`src/sike_pkg.sv`:
```
// Shared constants and types for the sortable index key encoder.
// No dependencies; used by sike_encode and sortable_index_key_encoder.
package sike_pkg;

  // Key capacity and derived widths
  localparam int MAX_KEY_BYTES = 256;
  localparam int KEY_LEN_W     = $clog2(MAX_KEY_BYTES + 1);
  localparam int SEG_BYTES     = 8;
  localparam int SEG_W         = SEG_BYTES * 8;
  localparam int CNT_W         = $clog2(SEG_BYTES + 1);
  localparam int POS_W         = 8;
  localparam int REC_W         = 31;
  localparam int MODE_W        = 2;

  // Mode codes carried on the input tuser
  localparam logic [MODE_W-1:0] MODE_NUMBER = 2'd0;
  localparam logic [MODE_W-1:0] MODE_RECORD = 2'd1;
  localparam logic [MODE_W-1:0] MODE_CLEAR  = 2'd2;

  // Double pattern sign handling
  localparam logic [SEG_W-1:0] SIGN_MASK = 64'h8000_0000_0000_0000;

  // Record number code lengths (bytes), also the nibble stored at both ends
  localparam logic [3:0] REC_LEN_2 = 4'd2;
  localparam logic [3:0] REC_LEN_3 = 4'd3;
  localparam logic [3:0] REC_LEN_4 = 4'd4;
  localparam logic [3:0] REC_LEN_5 = 4'd5;

  // One encoded segment: bytes left-aligned, most significant first
  typedef struct packed {
    logic [SEG_W-1:0] bytes;
    logic [CNT_W-1:0] cnt;    // zero means no segment
  } seg_info_t;

endpackage

```
`src/sike_encode.sv`:
```
// Segment encoder: turns one input item into left-aligned key bytes and a count.
// Depends on sike_pkg.
module sike_encode (
  input  logic [sike_pkg::MODE_W-1:0] mode,
  input  logic [sike_pkg::SEG_W-1:0]  number_bits,
  input  logic [sike_pkg::REC_W-1:0]  record_number,
  output sike_pkg::seg_info_t         seg
);
  import sike_pkg::*;

  logic [SEG_W-1:0] num_v;
  logic [CNT_W-1:0] num_cnt;
  logic [SEG_W-1:0] rec_v;
  logic [CNT_W-1:0] rec_cnt;

  // Number: flip sign of non-negative, invert negative, drop trailing zero bytes
  always_comb begin
    num_v   = number_bits[SEG_W-1] ? ~number_bits : (number_bits ^ SIGN_MASK);
    num_cnt = '0;
    for (int i = 0; i < SEG_BYTES; i++) begin
      if (num_v[SEG_W-1-8*i -: 8] != 8'h00) begin
        num_cnt = CNT_W'(i + 1);
      end
    end
  end

  // Record number: length nibble, big-endian value, length nibble
  always_comb begin
    if (record_number[REC_W-1:8] == '0) begin
      rec_v   = {REC_LEN_2, record_number[7:0], REC_LEN_2, 48'h0};
      rec_cnt = CNT_W'(REC_LEN_2);
    end else if (record_number[REC_W-1:16] == '0) begin
      rec_v   = {REC_LEN_3, record_number[15:0], REC_LEN_3, 40'h0};
      rec_cnt = CNT_W'(REC_LEN_3);
    end else if (record_number[REC_W-1:24] == '0) begin
      rec_v   = {REC_LEN_4, record_number[23:0], REC_LEN_4, 32'h0};
      rec_cnt = CNT_W'(REC_LEN_4);
    end else begin
      rec_v   = {REC_LEN_5, 1'b0, record_number, REC_LEN_5, 24'h0};
      rec_cnt = CNT_W'(REC_LEN_5);
    end
  end

  // Mode select; clear and the unused code give no segment
  always_comb begin
    case (mode)
      MODE_NUMBER: begin
        seg.bytes = num_v;
        seg.cnt   = num_cnt;
      end
      MODE_RECORD: begin
        seg.bytes = rec_v;
        seg.cnt   = rec_cnt;
      end
      default: begin
        seg.bytes = '0;
        seg.cnt   = '0;
      end
    endcase
  end

endmodule

```
`src/sortable_index_key_encoder.sv`:
```
// Sortable index key encoder top level: input register, segment serializer, output register.
// Depends on sike_pkg and sike_encode.
//
// Each input transfer appends one segment to a bytewise-comparable key and the
// segment's bytes leave one per output transfer, most significant first. A number
// segment gives 1 to 8 bytes, a record number segment 2 to 5 bytes; a segment that
// does not fit gives a single zero byte with tuser (overflow) and tlast set, and the
// key is left as it was. Clear, the unused mode and an all-zero number segment give
// no output. The output register is byte-wide: an item occupies the serializer
// until all of its bytes have left, one per output transfer. The first output byte
// passes through the input register and the serializer to the output register.
// The input register can take one item while the serializer and output register
// still hold earlier work; an item that makes a segment then waits there until
// the serializer is free, while clear, unused-mode and empty items move on at once.
module sortable_index_key_encoder (
  input  logic        clk,
  input  logic        rst_n,
  // Input stream
  input  logic        in_tvalid,
  output logic        in_tready,
  input  logic [95:0] in_tdata,   // [63:0] number_bits, [94:64] record_number, [95] zero
  input  logic [1:0]  in_tuser,   // [1:0] mode
  // Result stream
  output logic        out_tvalid,
  input  logic        out_tready,
  output logic [15:0] out_tdata,  // [7:0] out_byte, [15:8] byte_position
  output logic        out_tlast,  // last byte of the segment
  output logic [0:0]  out_tuser   // [0] overflow
);
  import sike_pkg::*;

  // Input register
  logic                 in_valid_r;
  logic [MODE_W-1:0]    in_mode_r;
  logic [SEG_W-1:0]     in_bits_r;
  logic [REC_W-1:0]     in_rec_r;

  // Segment serializer
  logic                 seg_valid_r;
  logic [SEG_W-1:0]     seg_bytes_r;
  logic [CNT_W-1:0]     seg_cnt_r;
  logic [POS_W-1:0]     seg_pos_r;
  logic                 seg_ovf_r;

  // Output register
  logic                 out_tvalid_r;
  logic [15:0]          out_tdata_r;
  logic                 out_tlast_r;
  logic                 out_ovf_r;

  // Running key length
  logic [KEY_LEN_W-1:0] key_len_r;
  logic [KEY_LEN_W-1:0] key_len_nxt;

  seg_info_t            enc;
  logic [KEY_LEN_W:0]   len_sum;
  logic                 fits;
  logic                 out_free;
  logic                 emit;
  logic                 seg_done;
  logic                 seg_free;
  logic                 in_take;
  logic                 seg_load;

  sike_encode u_encode (
    .mode          (in_mode_r),
    .number_bits   (in_bits_r),
    .record_number (in_rec_r),
    .seg           (enc)
  );

  // Handshake and stage control
  assign out_free  = !out_tvalid_r || out_tready;
  assign emit      = seg_valid_r && out_free;
  assign seg_done  = emit && (seg_cnt_r == CNT_W'(1));
  assign seg_free  = !seg_valid_r || seg_done;
  assign in_take   = in_valid_r && ((enc.cnt == '0) || seg_free);
  assign seg_load  = in_take && (enc.cnt != '0);
  assign in_tready = !in_valid_r || in_take;

  // Capacity check
  assign len_sum = {1'b0, key_len_r} + (KEY_LEN_W+1)'(enc.cnt);
  assign fits    = len_sum <= (KEY_LEN_W+1)'(MAX_KEY_BYTES);

  // Key length update
  always_comb begin
    key_len_nxt = key_len_r;
    if (in_take && (in_mode_r == MODE_CLEAR)) begin
      key_len_nxt = '0;
    end else if (seg_load && fits) begin
      key_len_nxt = len_sum[KEY_LEN_W-1:0];
    end
  end

  // Control registers
  always_ff @(posedge clk) begin
    if (!rst_n) begin
      in_valid_r   <= 1'b0;
      seg_valid_r  <= 1'b0;
      out_tvalid_r <= 1'b0;
      key_len_r    <= '0;
    end else begin
      if (in_tready) begin
        in_valid_r <= in_tvalid;
      end
      if (seg_load) begin
        seg_valid_r <= 1'b1;
      end else if (seg_done) begin
        seg_valid_r <= 1'b0;
      end
      if (out_free) begin
        out_tvalid_r <= emit;
      end
      key_len_r <= key_len_nxt;
    end
  end

  // Payload registers
  always_ff @(posedge clk) begin
    if (in_tready && in_tvalid) begin
      in_mode_r <= in_tuser;
      in_bits_r <= in_tdata[63:0];
      in_rec_r  <= in_tdata[94:64];
    end
    if (seg_load) begin
      seg_pos_r <= POS_W'(key_len_r);
      if (fits) begin
        seg_bytes_r <= enc.bytes;
        seg_cnt_r   <= enc.cnt;
        seg_ovf_r   <= 1'b0;
      end else begin
        seg_bytes_r <= '0;
        seg_cnt_r   <= CNT_W'(1);
        seg_ovf_r   <= 1'b1;
      end
    end else if (emit) begin
      seg_bytes_r <= {seg_bytes_r[SEG_W-9:0], 8'h00};
      seg_cnt_r   <= seg_cnt_r - CNT_W'(1);
      seg_pos_r   <= seg_pos_r + POS_W'(1);
    end
    if (emit) begin
      out_tdata_r <= {seg_pos_r, seg_bytes_r[SEG_W-1 -: 8]};
      out_tlast_r <= (seg_cnt_r == CNT_W'(1));
      out_ovf_r   <= seg_ovf_r;
    end
  end

  assign out_tvalid   = out_tvalid_r;
  assign out_tdata    = out_tdata_r;
  assign out_tlast    = out_tlast_r;
  assign out_tuser[0] = out_ovf_r;

`ifndef SYNTHESIS
  // Key never grows past capacity
  a_key_len_cap: assert property (@(posedge clk) disable iff (!rst_n)
    key_len_r <= KEY_LEN_W'(MAX_KEY_BYTES))
    else $error("key length above capacity");

  // A busy serializer always has bytes left
  a_seg_cnt: assert property (@(posedge clk) disable iff (!rst_n)
    seg_valid_r |-> (seg_cnt_r != '0) && (seg_cnt_r <= CNT_W'(SEG_BYTES)))
    else $error("serializer busy with no bytes");

  // Overflow result is a lone zero byte closing its segment
  a_ovf_shape: assert property (@(posedge clk) disable iff (!rst_n)
    (out_tvalid && out_tuser[0]) |-> (out_tlast && (out_tdata[7:0] == 8'h00)))
    else $error("malformed overflow result");

  // A segment that overflowed leaves the key length alone
  a_ovf_len: assert property (@(posedge clk) disable iff (!rst_n)
    (seg_load && !fits) |=> (key_len_r == $past(key_len_r)))
    else $error("key length changed on overflow");
`endif

endmodule

```
`config.mk`:
```
export PLATFORM = sky130hd
export DESIGN_NAME = sortable_index_key_encoder
export DESIGN_NICKNAME = d
export VERILOG_FILES = /design/src/sike_pkg.sv /design/src/sike_encode.sv /design/src/sortable_index_key_encoder.sv
export SDC_FILE = /design/constraint.sdc
export NUM_CORES = 1
export LEC_CHECK = 0
export ABC_AREA = 1
export BUFFER_PORTS_ARGS = -buffer_cell sky130_fd_sc_hd__buf_2
export CAP_MARGIN = 20
export CORE_ASPECT_RATIO = 0.7
export CORE_MARGIN = 2
export CORE_UTILIZATION = 45
export DETAILED_ROUTE_END_ITERATION = 10
export GPL_TIMING_DRIVEN = 1
export HOLD_SLACK_MARGIN = 0.08
export PLACE_DENSITY_LB_ADDON = 0.08
export SLEW_MARGIN = 20
export SYNTH_ARGS = -nofsm -noshare
export SYNTH_HDL_FRONTEND = slang
export SYNTH_SLANG_ARGS = --single-unit
```
`constraint.sdc`:
```
create_clock -name clk -period 7.7 [get_ports clk]
set_clock_uncertainty 0.1 [all_clocks]
set_input_delay 0.385 -clock clk [delete_from_list [all_inputs] [get_ports clk]]
set_output_delay 0.385 -clock clk [all_outputs]
set_load 0.005 [all_outputs]
```
==> impl_metrics.toml, run 1 <==
[global_route]
grt_pass1_vias = 6834
antenna_found_initial = 0
grt_pass1_wl_um = 37700
grt_max_degree = 72
grt.overflow.total = 0
grtUsageTotal_pct = 22.0

[synth]
yosys.area.top_type_share_pct = 60.9
synth_seq_area_share_pct = 63.4
yosysWarnings = 0
yosys.area.top_type = "edfxtp_1"
synthDistinctLibCells = 41
avgSynthCellArea_um2 = 10.5
synth-seq-cells = 204
syn_nets = 1011
synth_area_leaders = "edfxtp_1 (61%), nand2_1 (11%), inv_1 (3.1%)"
netlist_area_um2 = 9470
synthCells = 900

[route]
dr.first_iter.drc_count = 528
drcViolationCount = 0
wirelength_um = 24000
vias_per_cell = 4.99
routedWlPerCell_um = 17.0
firstDrtPassIters = 5
vias = 7037
ant_nets = 0

[worst_setup_path]
rrSetupSlack_ps = 1750
worstReg2RegStart = "in_rec_r[27]$_DFFE_PP_"
cp_data_arrival_time_ps = 6130
max_stage_delay_ps = 540
crit_top_cell = "nand3_1"
critPathRequiredTime_ps = 7880
crit_path_end_kind = "register"
path_cells = "nor3_1 > nand3_1 > inv_2 > nand2_2 > inv_1 > nand2_2 > nand2_2 > nor2_1 > inv_1 > nand2_1 > ha_1 > fa_1 > nand3_1 > nand2_1 > nand3_1 > xor2_1 > nand3_1 > nor2_1 > nand3_1 > nand2_1 > nand4_1 > buf_4 > o21ai_0"
critical_path.max_fanout = 18
critPathLaunchType = "register"
worstRegToRegCells = 23
cp_top_family = "simple AND/OR/NAND/NOR gates"
cp_num_cells = 23
cp_num_buf_inv = 4
cp_slowest_cell = "nand3_1"
setup.worst_path.class = "reg -> reg"
regToRegEndpoint = "seg_bytes_r[41]$_DFFE_PP_"

[clock_network]
clock_latency_ps = 520
cts_sinks = 204
cts_tree = "yes"
cts_root_buf = "clkbuf_16"
cts_buffer_depth = 3
clkTransAtPathRegs_ps = 60
cts_setup_buffers = 0
cts_max_level = 1
cts_buffers = 22

[finish]
nNetsFinal = 1231
area_delta_synth_final_pct = 26.5
layout_commonest_cell = "nand2_1"
drive_above_1_share_pct = 16.0
fillers = 1816
final_area_um2 = 12000
antennaDiodeCount = 0
layout_common_cells = "nand2_1 (279), edfxtp_1 (192), buf_2 (120), dlygate4sd3_1 (100), inv_1 (78)"

[worst_hold_path]
hold_start = "seg_bytes_r[58]$_DFFE_PP_"
min-delay-path-class = "reg -> reg"
hold_depth = 0
holdPathEnd = "out_tdata[2]$_DFFE_PP_"

[pwr]
ir_drop_mv = 0.173
power.leakage_uw = 0.00497
p_total_uw = 2700
power.density_nw_per_um2 = 226

[timing]
finalSetupViolCount = 0
finalCritPeriodShare_pct = 77.2
rsz0062_at_grt = "false"
hold_ws_ps = 320
finalHoldViolations = 0
max_freq_ghz = 0.168
layout_min_cycle_time_ps = 5950
tns_ps = 0
max_slew.worst_pin.slew_ps = 895
slew_headroom_pct = 40.4
timing.final.max_slew_violations = 0

[floorplanning]
fp.coreArea_um2 = 20700
row_count = 44
die_w_um = 177
die_y_um = 125
num_io_pins = 122
start_util_pct = 45.7
die_area_um2 = 22200

[run_status]
outcome = "completed"

[place]
port_buffers = 120
gp_congestion = 0.910
place_area_um2 = 10300
dpl.hpwl_um = 15900

[job]
drv_cap = 0
[where the power goes]
part	leakage, µW	switching, µW	internal [µW]
combinational	0.00269	180	121
clock	0.000342	427	629
sequential	0.00193	32.4	1310
[cell type report]
type / count / area (µm²) / area share, %
repair buffers: 229 / 1670 / 13.9
well taps: 276 / 345 / 2.88
flip-flops and latches: 204 / 6010 / 50.1
clock inverters: 9 / 128 / 1.07
multi-input cells: 580 / 2940 / 24.5
clock buffers: 30 / 581 / 4.85
inverters: 83 / 313 / 2.61
[cell usage after synthesis, drive strengths merged]
| library cell | n |
|---|---|
| a21oi | 32 |
| a221oi | 2 |
| a22o | 1 |
| a22oi | 14 |
| a31oi | 6 |
| a32o | 1 |
| buf | 24 |
| clkbuf | 9 |
| clkinv | 1 |
| dfxtp | 12 |
| edfxtp | 192 |
| fa | 1 |
| ha | 8 |
| inv | 82 |
| nand2 | 284 |
| nand3 | 18 |
| nand3b | 3 |
| nand4 | 3 |
| nor2 | 66 |
| nor3 | 6 |
| nor3b | 1 |
| nor4 | 2 |
| o211ai | 5 |
| o21ai | 63 |
| o221ai | 9 |
| o22ai | 11 |
| o2bb2ai | 1 |
| xnor2 | 31 |
| xor2 | 12 |
[through the flow]
step	instances	setup WS, ps	util [%]
floorplan	900	3330	-
global placement	1272	1960	49.6
detailed placement	1272	1890	49.6
CTS	1411	1850	57.9
global route	1411	1170	57.9
finish	1411	1750	57.9
[flip-flops by register name, indices dropped and copies added, names as in the netlist]
| signal | count |
|---|---|
| in_bits_r | 64 |
| out_tuser | 1 |
| in_rec_r | 31 |
| out_tvalid | 1 |
| seg_ovf_r | 1 |
| key_len_r | 9 |
| seg_cnt_r | 4 |
| out_tdata | 16 |
| in_mode_r | 2 |
| seg_pos_r | 8 |
| in_valid_r | 1 |
| seg_bytes_r | 64 |
| out_tlast | 1 |
| seg_valid_r | 1 |
[timing repair]
action,in CTS,in global routing
hold endpoints to repair,100,0
hold buffers,100,0
gates resized for setup,0,0
[worst register-to-register path: stages (launching register included)]
cell and delay, ps:
edfxtp_1 440, nor3_1 220, nand3_1 540, inv_2 530
nand2_2 290, inv_1 270, nand2_2 200, nand2_2 140
nor2_1 80, inv_1 120, nand2_1 90, ha_1 210
fa_1 400, nand3_1 100, nand2_1 80, nand3_1 110
xor2_1 210, nand3_1 90, nor2_1 120, nand3_1 90
nand2_1 100, nand4_1 480, buf_4 390, o21ai_0 310
[layer usage]
layer  vias up  track usage (%)  wire length [µm]
li1       3502                -                 -
met1      3293             34.7             11800
met2       217             30.8              9980
met3        25             5.23              1840
met4         0             4.44               425
met5         -                0                 0
[worst max-delay path by stage]
stage,end,startpoint,slack [ps]
2_1_floorplan,in_bits_r[0]$_DFFE_PP_,in_bits_r[63]$_DFFE_PP_,3330
3_3_place_gp,seg_bytes_r[41]$_DFFE_PP_,in_rec_r[27]$_DFFE_PP_,1960
3_5_place_dp,seg_bytes_r[41]$_DFFE_PP_,in_rec_r[27]$_DFFE_PP_,1890
4_1_cts,seg_bytes_r[41]$_DFFE_PP_,in_rec_r[27]$_DFFE_PP_,1850
5_1_grt,seg_bytes_r[41]$_DFFE_PP_,in_rec_r[27]$_DFFE_PP_,1170
6_report,seg_bytes_r[41]$_DFFE_PP_,in_rec_r[27]$_DFFE_PP_,1750
[cells by family (layout without fill, tap and decap cells)]
kind of cell,count (synthesis),count (layout),synth area share [%]
adders and majority gates,9,9,1.27
xor gates and xnor gates,43,43,3.98
and+or+nand+nor,383,383,16.3
buffers and inverters,116,351,5.60
AOI/OAI and AO/OA,145,145,9.39
DFF,204,204,63.4
(Power assumes the default switching activity.)
==> run 2: changes to the inputs <==
--- a/config.mk
+++ b/config.mk
@@ -5,7 +5,7 @@
 export SDC_FILE = /design/constraint.sdc
 export NUM_CORES = 1
 export LEC_CHECK = 0
-export ABC_AREA = 1
+export ABC_AREA = 0
 export BUFFER_PORTS_ARGS = -buffer_cell sky130_fd_sc_hd__buf_2
 export CAP_MARGIN = 20
 export CORE_ASPECT_RATIO = 0.7
==> constraint.sdc (replaced) <==
create_clock -name clk -period 4.9 [get_ports clk]
set_clock_uncertainty 0.1 [all_clocks]
set_input_delay 0.245 -clock clk [delete_from_list [all_inputs] [get_ports clk]]
set_output_delay 0.245 -clock clk [all_outputs]
set_load 0.005 [all_outputs]
==> impl_metrics.toml, run 2 <==
[run_status]
outcome = "completed"

[finish]
ff_latch_area_um2 = 6010
drive_above_1_share_pct = 27.4
reg_top3 = "in_bits_r: 64 flops, seg_bytes_r: 64 flops, in_rec_r: 31 flops"
antennaDiodeCount = 0
instances_no_fill = 1335
nNetsFinal = 1155
layout_commonest_cell = "edfxtp_1"
final_area_um2 = 13000
multi_input_area_um2 = 3570
layout_common_cells = "edfxtp_1 (192), buf_2 (121), dlygate4sd3_1 (100), nand2_1 (92)"
area_delta_synth_final_pct = 37.0
fillers = 1640

[synth]
synthSimpleGateAreaFrac_pct = 12.1
synth_edf_count = 192
netlist_area_um2 = 9480
ys.flop_type = "edfxtp_1"
yosys.area_share.adder_pct = 1.27
synthDistinctLibCells = 57
yosys.area.top_type_share_pct = 60.8
synth_seq_area_share_pct = 63.4
yosys.area.top_type = "edfxtp_1"
avgSynthCellArea_um2 = 12.3
synth_top_family_by_area = "compound AO/OA/AOI/OAI gates"
synth-seq-cells = 204
syn_nets = 883
ys_top_cells_by_count = "edfxtp_1 (192), nand2_1 (93), nor2_1 (55)"
synthXorXnorAreaFrac_pct = 6.65
synth_area_leaders = "edfxtp_1 (61%), xnor2_1 (4.0%), nand2_1 (3.7%)"
synth.mux.area_fraction_pct = 1.60
synth_most_common_cell = "edfxtp_1"
async_flop_share_pct = 0
synth-compound-area-share_pct = 12.4
yosysWarnings = 0
synthCells = 772

[clock_network]
cts_root_buf = "clkbuf_16"
cts_tree = "yes"
cts_max_level = 1
cts_sinks = 204
cts_buffers = 21
cts_buffer_depth = 3
clkTransAtPathRegs_ps = 60
clock_latency_ps = 500

[floorplanning]
die_w_um = 177
start_util_pct = 45.8
num_io_pins = 122
fp.coreArea_um2 = 20700
row_count = 44
die_y_um = 125
die_area_um2 = 22300

[worst_hold_path]
hold_start = "seg_bytes_r[56]$_DFFE_PP_"
hold_depth = 0
holdPathEnd = "out_tdata[0]$_DFFE_PP_"
min-delay-path-class = "reg -> reg"

[route]
routedWlPerCell_um = 19.8
firstDrtPassIters = 5
drcViolationCount = 0
vias_per_cell = 5.49
wl_met1_um = 12600
top_layer = "met4"
dr_wl_met2_um = 11500
dr.first_iter.drc_count = 639
wirelength_um = 26400
vias = 7328
routed-wl-met3_um = 1680
ant_nets = 0

[worst_setup_path]
worstRegToRegCells = 17
critical_path.max_fanout = 6
cp_data_arrival_time_ps = 5200
critPathLaunchType = "register"
worstReg2RegStart = "in_bits_r[63]$_DFFE_PP_"
crit_path_end_kind = "register"
regToRegEndpoint = "key_len_r[7]$_SDFFE_PP0P_"
setup.worst_path.class = "reg -> reg"
critPathRequiredTime_ps = 5240
rrSetupSlack_ps = 40

[timing]
layout_min_cycle_time_ps = 4860
max_freq_ghz = 0.206
timing.final.max_slew_violations = 0
finalHoldViolations = 0
finalCritPeriodShare_pct = 99.2
max_slew.worst_pin.slew_ps = 883
rsz0062_at_grt = "true"
finalSetupViolCount = 0
slew_headroom_pct = 41.1

[place]
gp_congestion = 0.875
dp_cells = 1174
dpl.hpwl_um = 17400
port_buffers = 120
place_area_um2 = 10600

[pwr]
power.density_nw_per_um2 = 334
power.leakage_uw = 0.00489
ir_drop_mv = 0.283

[global_route]
grtUsageTotal_pct = 23.0
grt_max_degree = 104
grt_pass1_wl_um = 38900
grt_pass1_vias = 6970
grt.overflow.total = 0
antenna_found_initial = 0

[job]
drv_cap = 0
-- run 2: changes by cell type after synthesis, moves of 13 or more --
cell,delta
inv_1,-74
clkbuf_1,+13
nand2_1,-187
xor2_1,+17
mux2i_1,+14
o31ai_1,+30
a21oi_1,+17
o21ai_1,+27
or4_1,+19
o21ai_0,-31
-- run 2: per-layer routing --
metal,vias up,GRT usage [%]
met3,43,4.26
met1,3542,34.5
met5,-,0
li1,3461,-
met4,0,5.40
met2,282,34.6
-- run 2: cell type report --
cell class	count	area share, %
flip-flops and latches	204	46.2
clock buffers	27	4.53
well taps	276	2.66
repair buffers	291	17.8
clock inverters	11	1.05
inverters	7	0.222
multi-input cells	519	27.5
-- run 2: what timing repair did --
item	4_1_cts	5_1_grt
endpoints found under the hold margin	100	0
hold buffers	100	0
resized for setup	10	74
pin swaps	2	36
buffers inserted	2	17
gates cloned	1	3
setup endpoints to repair	41	59
-- run 2: through the flow --
step	total power (µW)	setup slack (ps)	hold WS, ps	util [%]	setup TNS (ps)
floorplan	2420	28.1	244	-	0
global placement	2580	-21.7	304	51.4	-21.7
detailed placement	2590	-88.2	312	51.4	-502
CTS	4330	28.5	319	60.2	0
global route	4500	-93.0	331	62.7	-286
finish	4340	39.8	323	62.7	0
-- run 2: worst max-delay path, stage by stage (launching register included) --
cell and delay [ps]:
edfxtp_1 430, buf_12 170, buf_8 140, or4_4 430, nor2_4 120, o22a_2 170
nand4_1 170, a31o_4 320, ha_4 170, fa_2 370, xor2_1 170, or3_1 390
or4_4 510, o2111ai_4 320, inv_4 70, buf_6 130, or4_4 470, a21oi_2 120
-- run 2: worst max path at each step --
stage	from	endpoint	slack [ps]	depth (start not counted)
after floorplan	in_rec_r[13]$_DFFE_PP_	seg_cnt_r[0]$_DFFE_PP_	30	16
after global placement	in_bits_r[63]$_DFFE_PP_	seg_bytes_r[62]$_DFFE_PP_	-20	15
after detailed placement	in_bits_r[63]$_DFFE_PP_	seg_bytes_r[62]$_DFFE_PP_	-90	16
after CTS	in_bits_r[63]$_DFFE_PP_	key_len_r[7]$_SDFFE_PP0P_	30	15
after global routing	in_bits_r[63]$_DFFE_PP_	key_len_r[7]$_SDFFE_PP0P_	-90	17
final	in_bits_r[63]$_DFFE_PP_	key_len_r[7]$_SDFFE_PP0P_	40	17
-- run 2: cell families after synthesis --
logic type               count (synthesis)
AO/OA/AOI/OAI                          186
XOR/XNOR                                72
adder cells (fa/ha/maj)                  9
buffers and inverters                   49
flip-flops                             204
multiplexers                            15
AND/OR/NAND/NOR                        237
-- run 2: report_power, final --
group | leakage [µW] | internal [µW] | switching (µW)
Combinational | 0.00260 | 241 | 282
Clock | 0.000362 | 1010 | 665
Sequential | 0.00194 | 2070 | 79.5
